===== src/rtl/fslp_pkg.sv =====
`default_nettype none

package fslp_pkg;

   localparam int unsigned FSLP_CAPACITY  = 256;
   localparam int unsigned DATA_WIDTH     = 32;
   localparam int unsigned CFG_WIDTH      = 17;
   localparam int unsigned DIVISOR_WIDTH  = 18;
   localparam int unsigned OPCODE_WIDTH   = 3;
   localparam int unsigned STATUS_WIDTH   = 2;
   localparam int unsigned PADDR_WIDTH    = 3;

   localparam logic [CFG_WIDTH-1:0] STRIDE_RESET = CFG_WIDTH'(4);

   localparam logic [OPCODE_WIDTH-1:0] OP_CREATE  = 3'd0;
   localparam logic [OPCODE_WIDTH-1:0] OP_DESTROY = 3'd1;
   localparam logic [OPCODE_WIDTH-1:0] OP_COUNT   = 3'd2;
   localparam logic [OPCODE_WIDTH-1:0] OP_ALLOC   = 3'd3;
   localparam logic [OPCODE_WIDTH-1:0] OP_FREE    = 3'd4;

   localparam logic [STATUS_WIDTH-1:0] STATUS_OK       = 2'd0;
   localparam logic [STATUS_WIDTH-1:0] STATUS_EMPTY    = 2'd1;
   localparam logic [STATUS_WIDTH-1:0] STATUS_OVERFLOW = 2'd2;
   localparam logic [STATUS_WIDTH-1:0] STATUS_INVALID  = 2'd3;

   localparam logic REG_STRIDE = 1'b0;

   typedef struct packed {
      logic                     start;
      logic [DATA_WIDTH-1:0]    dividend;
      logic [DIVISOR_WIDTH-1:0] divisor;
   } div_req_type;

   typedef struct packed {
      logic                  done;
      logic [DATA_WIDTH-1:0] quotient;
   } div_rsp_type;

endpackage

`default_nettype wire


===== src/rtl/fslp_div.sv =====
`default_nettype none

module fslp_div
   import fslp_pkg::*;
(
   input  wire logic        clock,
   input  wire logic        reset,
   input  wire div_req_type req,
   output div_rsp_type      rsp
);

   localparam int unsigned CW = $clog2(DATA_WIDTH);

   logic                     busy_ff;
   logic                     done_ff;
   logic [CW-1:0]            cnt_ff;
   logic [DIVISOR_WIDTH-1:0] rem_ff;
   logic [DATA_WIDTH-1:0]    quo_ff;
   logic [DIVISOR_WIDTH-1:0] div_ff;

   logic [DIVISOR_WIDTH:0]   trial;
   logic [DIVISOR_WIDTH:0]   diff;
   logic                     fits;

   assign trial = {rem_ff, quo_ff[DATA_WIDTH-1]};
   assign fits  = trial >= {1'b0, div_ff};
   assign diff  = trial - {1'b0, div_ff};

   always_ff @(posedge clock) begin
      if (reset) begin
         busy_ff <= 1'b0;
         done_ff <= 1'b0;
         cnt_ff  <= '0;
      end else begin
         done_ff <= 1'b0;
         if (req.start) begin
            busy_ff <= 1'b1;
            cnt_ff  <= '0;
            rem_ff  <= '0;
            quo_ff  <= req.dividend;
            div_ff  <= req.divisor;
         end else if (busy_ff) begin
            rem_ff <= fits ? diff[DIVISOR_WIDTH-1:0] : trial[DIVISOR_WIDTH-1:0];
            quo_ff <= {quo_ff[DATA_WIDTH-2:0], fits};
            cnt_ff <= cnt_ff + CW'(1);
            if (cnt_ff == CW'(DATA_WIDTH - 1)) begin
               busy_ff <= 1'b0;
               done_ff <= 1'b1;
            end
         end
      end
   end

   assign rsp.done     = done_ff;
   assign rsp.quotient = quo_ff;

endmodule

`default_nettype wire


===== config.mk =====
export PLATFORM = sky130hd
export DESIGN_NAME = fslp_div
export DESIGN_NICKNAME = d
export VERILOG_FILES = /design/src/rtl/fslp_pkg.sv /design/src/rtl/fslp_div.sv
export SDC_FILE = /design/constraint.sdc
export NUM_CORES = 1
export LEC_CHECK = 0
export BUFFER_PORTS_ARGS = -buffer_cell sky130_fd_sc_hd__buf_2
export CORE_MARGIN = 10
export CORE_UTILIZATION = 59
export CTS_CLUSTER_SIZE = 28
export DETAILED_ROUTE_END_ITERATION = 7
export HOLD_SLACK_MARGIN = 0.03
export PLACE_DENSITY = 0.85
export SLEW_MARGIN = 20
export SYNTH_ARGS = -nofsm -noshare
export SYNTH_HDL_FRONTEND = slang
export SYNTH_SLANG_ARGS = --single-unit

===== constraint.sdc =====
create_clock -name clock -period 10.51 [get_ports clock]
set_input_delay 2.102 -clock clock [delete_from_list [all_inputs] [get_ports clock]]
set_output_delay 2.102 -clock clock [all_outputs]
set_load 0.02 [all_outputs]

==> results.cfg, run 1 <==
[die]
io_pins = 86
fp.dieW_um = 103
initial_core_util_pct = 59.9
die_y_um = 103
num_rows = 30
dieArea_um2 = 10500
core_um2 = 6720

[placement]
port_buffers = 85
place.gp.congestion = 0.860
place_inst = 477
hpwl_um = 6500
place_ws_ps = 6270
place_area_um2 = 4500

[cts]
cts_resized = 0
path_clk_slew_ps = 80
cts_buffers = 9
postCtsSetupRepairBufs = 0
cts_tree = done
clk_latency_ps = 350
cts.htree.levels = 3
clkSinkCount = 75
cts_buffer_depth = 2
ctsRootBufferMaster = clkbuf_8
cts_hold_buf = 0

[yosys]
postSynthNetCount = 395
synth_top_area_share_pct = 50.7
synthTopCellsByCount = edfxtp_1, nor2_1, mux2_2
ys_ff_latch = 75
synth_area_per_cell_um2 = 12.5
synth-edff-count = 68
synth.area.top_cells = edfxtp_1, mux2_2, ha_1
yosys.area.top_type = edfxtp_1
synth_area_um2 = 4020
synth_most_common_cell = edfxtp_1
async_reset_ff_share_pct = 0
netlist_instances = 321
ys_seq_area_share_pct = 54.2
synth_cell_types = 44
synthFlopType = edfxtp_1
yosysWarnings = 0

[global_routing]
grt_use_total_pct = 17.6
antenna_found_initial = 1
grt_pass1_wl_um = 14300
grt_pass1_vias = 2824
grt.overflow.total = 0
grt_max_degree = 57

[setup_path]
cp_num_buf_inv = 3
cp.required_ps = 10520
worstPathArrival_ps = 3860
worstPathCellList = buf_2 > buf_4 > nor2_1 > nor2_4 > buf_4
cp_max_fo = 56
cp-end-kind = flip-flop
critical_path_class = primary input to flip-flop
cp_slowest_cell = buf_4
cp_top_family = buffers and inverters
crit_top_cell = buf_4
slowest_delay_ps = 520
crit_path_start_kind = primary input

[sta]
fmax_mhz = 259
fin_crit_ps = 3860
setup_viol = 0
hold_violations = 0
tightestPinTransition_ps = 964
setup_slack_ps = 6650
rsz0062_at_grt = no
finalClockSkew_ps = 6.76
finalSetupTns_ps = 0
finalCritPeriodShare_pct = 36.7
slew_headroom_pct = 35.4
maxSlewViolCount = 0

[routing]
drtPass1Iterations = 4
drcViolationCount = 0
wl_um = 8780
via_count = 2790
drtIter0Drc = 117
wl_per_cell_um = 17.8
via_per_inst = 5.65
drtAntennaViolNets = 0

[finish]
layout-drive-gt1-share_pct = 35.1
syn_to_final_growth_pct = 16.3
multiInputGateArea_um2 = 1690
nNetsFinal = 482
register_area_um2 = 2180
stdcell_area_um2 = 4680
fillerInstances = 490
final_cells = 494

[run]
cap_violations = 0

[min_path]
hold_class = flip-flop to flip-flop

[power_and_ir_drop]
power.density_nw_per_um2 = 161
p_leak_nw = 1.95
vdd_ir_drop_max_v = 0.0000929

[status]
status = complete, no violations
cells by family (layout without fill, tap and decap cells):
group                    count (synthesis)  after routing  share of synthesized area (%)
other                                    0              1                              0
multiplexers                            48             48                           12.9
XOR/XNOR                                16             16                           3.48
buffers and inverters                   32            124                           4.01
AO/OA/AOI/OAI                           53             53                           9.73
flip-flops                              75             75                           54.2
AND/OR/NAND/NOR                         76             76                           8.92
adder cells (fa/ha/maj)                 21             21                           6.72
layer usage:
metal	global-route usage, %	part of all wire (%)	vias to the layer above
li1	-	-	1351
met1	19.8	40	1355
met2	30.7	53	65
met3	3.95	4.2	19
met4	8.46	2.8	0
met5	0	0	-
worst register-to-register path: stages (launching register included):
cell       delay, ps
edfxtp_1         410
ha_1             390
a21oi_1          240
nand2_1          150
o21ai_0          380
a2111oi_4        150
a2111oi_4        820
buf_4            370
mux2i_1          230
nor2_1            70
sequential cells by signal, summed over array words and instances, names as in the netlist:
name     flops
busy_ff      1
cnt_ff       5
div_ff      18
done_ff      1
quo_ff      32
rem_ff      18
power by group:
part	switching [W]	leakage (nW)	internal (W)
Clock	0.000113	0.0945	0.0000942
Combinational	0.000103	1.15	0.0000766
Sequential	0.0000110	0.707	0.000354
through the flow:
step / power (W) / utilization (%) / hold slack, ps
2_1_floorplan: 0.000506 / - / 467
4_1_cts: 0.000756 / 69.6 / 527
5_1_grt: 0.000790 / 69.6 / 572
6_report: 0.000751 / 69.6 / 524
3_5_place_dp: 0.000548 / 66.9 / 504
3_3_place_gp: 0.000541 / 66.9 / 481
cell type report:
| class | instances | area share (%) |
|---|---|---|
| sequential | 75 | 46.6 |
| multi-input combinational | 214 | 36.1 |
| timing repair buffer | 88 | 9.57 |
| clock buffer | 10 | 2.94 |
| tap | 80 | 2.14 |
| inverter | 20 | 1.60 |
| clock inverter | 6 | 0.936 |
| antenna | 1 | 0.0535 |
worst paths after layout:
kind / cells past startpoint / end / slack [ps] / startpoint
max: 5 / rem_ff[3]$_SDFFCE_PP0P_ / 6650 / req[50]
min: 2 / cnt_ff[3]$_SDFFE_PP0P_ / 520 / cnt_ff[3]$_SDFFE_PP0P_
max reg2reg: 9 / rem_ff[11]$_SDFFCE_PP0P_ / 7030 / rem_ff[3]$_SDFFCE_PP0P_
min reg2reg: 2 / cnt_ff[3]$_SDFFE_PP0P_ / 520 / cnt_ff[3]$_SDFFE_PP0P_
cells in the final DEF (no fill, tap or decap), types with 10 or more instances in the layout:
cell | Yosys | routed
inv_1 | 20 | 20
mux2i_1 | 17 | 17
nand2_1 | 16 | 16
a21oi_1 | 17 | 17
mux2_2 | 31 | 31
edfxtp_1 | 68 | 68
clkbuf_8 | 0 | 10
buf_2 | 0 | 85
nor2_1 | 32 | 31
ha_1 | 20 | 20
No activity file was read; power rests on OpenSTA's default activity.
==> inputs of run 2 (changes only) <==
--- a/config.mk
+++ b/config.mk
@@ -7,11 +7,11 @@
 export LEC_CHECK = 0
 export BUFFER_PORTS_ARGS = -buffer_cell sky130_fd_sc_hd__buf_2
 export CORE_MARGIN = 10
-export CORE_UTILIZATION = 59
+export CORE_UTILIZATION = 55
 export CTS_CLUSTER_SIZE = 28
 export DETAILED_ROUTE_END_ITERATION = 7
 export HOLD_SLACK_MARGIN = 0.03
-export PLACE_DENSITY = 0.85
+export PLACE_DENSITY = 0.8
 export SLEW_MARGIN = 20
 export SYNTH_ARGS = -nofsm -noshare
 export SYNTH_HDL_FRONTEND = slang
==> constraint.sdc (replaced) <==
create_clock -name clock -period 3.95 [get_ports clock]
set_input_delay 0.79 -clock clock [delete_from_list [all_inputs] [get_ports clock]]
set_output_delay 0.79 -clock clock [all_outputs]
set_load 0.02 [all_outputs]
==> results.cfg, run 2 (synthesized netlist as in run 1, its figures left out) <==
[status]
status = complete, no violations

[placement]
port_buffers = 85
hpwl_um = 6100
place_inst = 497
place_area_um2 = 4540
place.gp.congestion = 0.897

[setup_path]
worstPathCellList = ha_1 > or2b_1 > a21oi_1 > o21ai_0 > a2111oi_4 > a2111oi_4 > buf_12 > mux2i_1 > nor2_1
cp_slowest_cell = a2111oi_4
cp-end-kind = flip-flop
critical_path_class = flip-flop to flip-flop
cp_max_fo = 16
slowest_delay_ps = 770
cp.required_ps = 4020
worstPathArrival_ps = 3280
crit_top_cell = a2111oi_4
r2r_setup_slack_ps = 740
crit_path_start_kind = flip-flop

[power_and_ir_drop]
swShare_pct = 30.0
p_int_w = 0.00138
p_seq_share_pct = 49.4
p_leak_nw = 1.95
netSwitchingPower_w = 0.000589
p_clk_share_pct = 26.4
power.density_nw_per_um2 = 418
vdd_ir_drop_max_v = 0.000262
pwr-share-comb_pct = 24.1

[die]
core_um2 = 7180
fp.dieW_um = 106
initial_core_util_pct = 56.1
die_y_um = 106
num_rows = 31
io_pins = 86
dieArea_um2 = 11100

[sta]
fmax_mhz = 311
rsz0062_at_grt = no
maxSlewViolCount = 0
setup_viol = 0
hold_violations = 0
finalClockSkew_ps = 10.9
finalCritPeriodShare_pct = 81.3
finalSetupTns_ps = 0
fin_crit_ps = 3210
slew_headroom_pct = 47.2
fin_hold_ws_ps = 519
tightestPinTransition_ps = 792

[global_routing]
grt_pass1_vias = 2846
grt_use_total_pct = 15.2
grt.overflow.total = 0
grt_pass1_wl_um = 13700
antenna_found_initial = 0
grt_max_degree = 56

[finish]
final_cells = 512
nNetsFinal = 483
final_cell_mix = buf_2, edfxtp_1, mux2_2, nor2_1
layout-drive-gt1-share_pct = 34.9
stdcell_area_um2 = 4700
largest_reg_flops = 32
largest-register = quo_ff
final_core_util_pct = 65.5
syn_to_final_growth_pct = 16.8
final_common_cell = buf_2
reg.largest.list = quo_ff: 32 flops, div_ff: 18 flops, rem_ff: 18 flops
n_antenna_cell = 0

[routing]
via_count = 2692
via_per_inst = 5.26
drtAntennaViolNets = 0
drtPass1Iterations = 4
drtIter0Drc = 99
drcViolationCount = 0
wl_per_cell_um = 16.4
wl_um = 8380

[cts]
ctsRootBufferMaster = clkbuf_8
cts_buffer_depth = 2
clk_latency_ps = 350
cts_tree = done
path_clk_slew_ps = 80
clkSinkCount = 75
cts_hold_buf = 0
cts_resized = 0
cts.htree.levels = 3
postCtsSetupRepairBufs = 0
cts_buffers = 9

[min_path]
hold_class = flip-flop to flip-flop

[run]
cap_violations = 0
==> run 2: per-stage QoR <==
stage	total power, W	worst slack, ps
after floorplan	0.00135	88.5
after global placement	0.00145	882
after detailed placement	0.00146	780
after CTS	0.00198	772
after global routing	0.00207	548
final	0.00196	737
==> run 2: final cells by class <==
cell class	count	area, µm²
repair buffers	89	468
well taps	99	124
inverters	20	75.1
multi-input cells	214	1690
flip-flops and latches	75	2180
clock inverters	6	40.0
clock buffers	9	124
fillers	586	2470
==> run 2: power by group through the flow <==
stage | combinational [W] | sequential (W) | clock, W
finish | 0.000474 | 0.000971 | 0.000519
global route | 0.000527 | 0.000979 | 0.000564
CTS | 0.000475 | 0.000972 | 0.000531
detailed placement | 0.000473 | 0.000988 | 0
global placement | 0.000460 | 0.000986 | 0
floorplan | 0.000335 | 0.00101 | 0
==> run 2: layer usage <==
| metal | vias to the layer above | wire length (µm) | GRT usage (%) |
|---|---|---|---|
| met5 | - | 0 | 0 |
| met4 | 0 | 187 | 6.58 |
| met3 | 15 | 390 | 4.32 |
| met2 | 50 | 4180 | 26.1 |
| met1 | 1274 | 3620 | 17.2 |
| li1 | 1353 | - | - |
==> run 2: worst max-delay path, delay by kind of cell (launching register included) <==
kind                       cells  cell delay [ps]
DFF                            1              460
and+or+nand+nor                2              240
adders and majority gates      1              360
buffers and inverters          1              250
muxes                          1              190
AOI/OAI and AO/OA              4             1430
==> run 2: worst paths after layout <==
kind,to,cells past startpoint,from
max,rem_ff[5]$_SDFFCE_PP0P_,9,rem_ff[0]$_SDFFCE_PP0P_
min,cnt_ff[3]$_SDFFE_PP0P_,2,cnt_ff[3]$_SDFFE_PP0P_
max reg2reg,rem_ff[5]$_SDFFCE_PP0P_,9,rem_ff[0]$_SDFFCE_PP0P_
min reg2reg,cnt_ff[3]$_SDFFE_PP0P_,2,cnt_ff[3]$_SDFFE_PP0P_
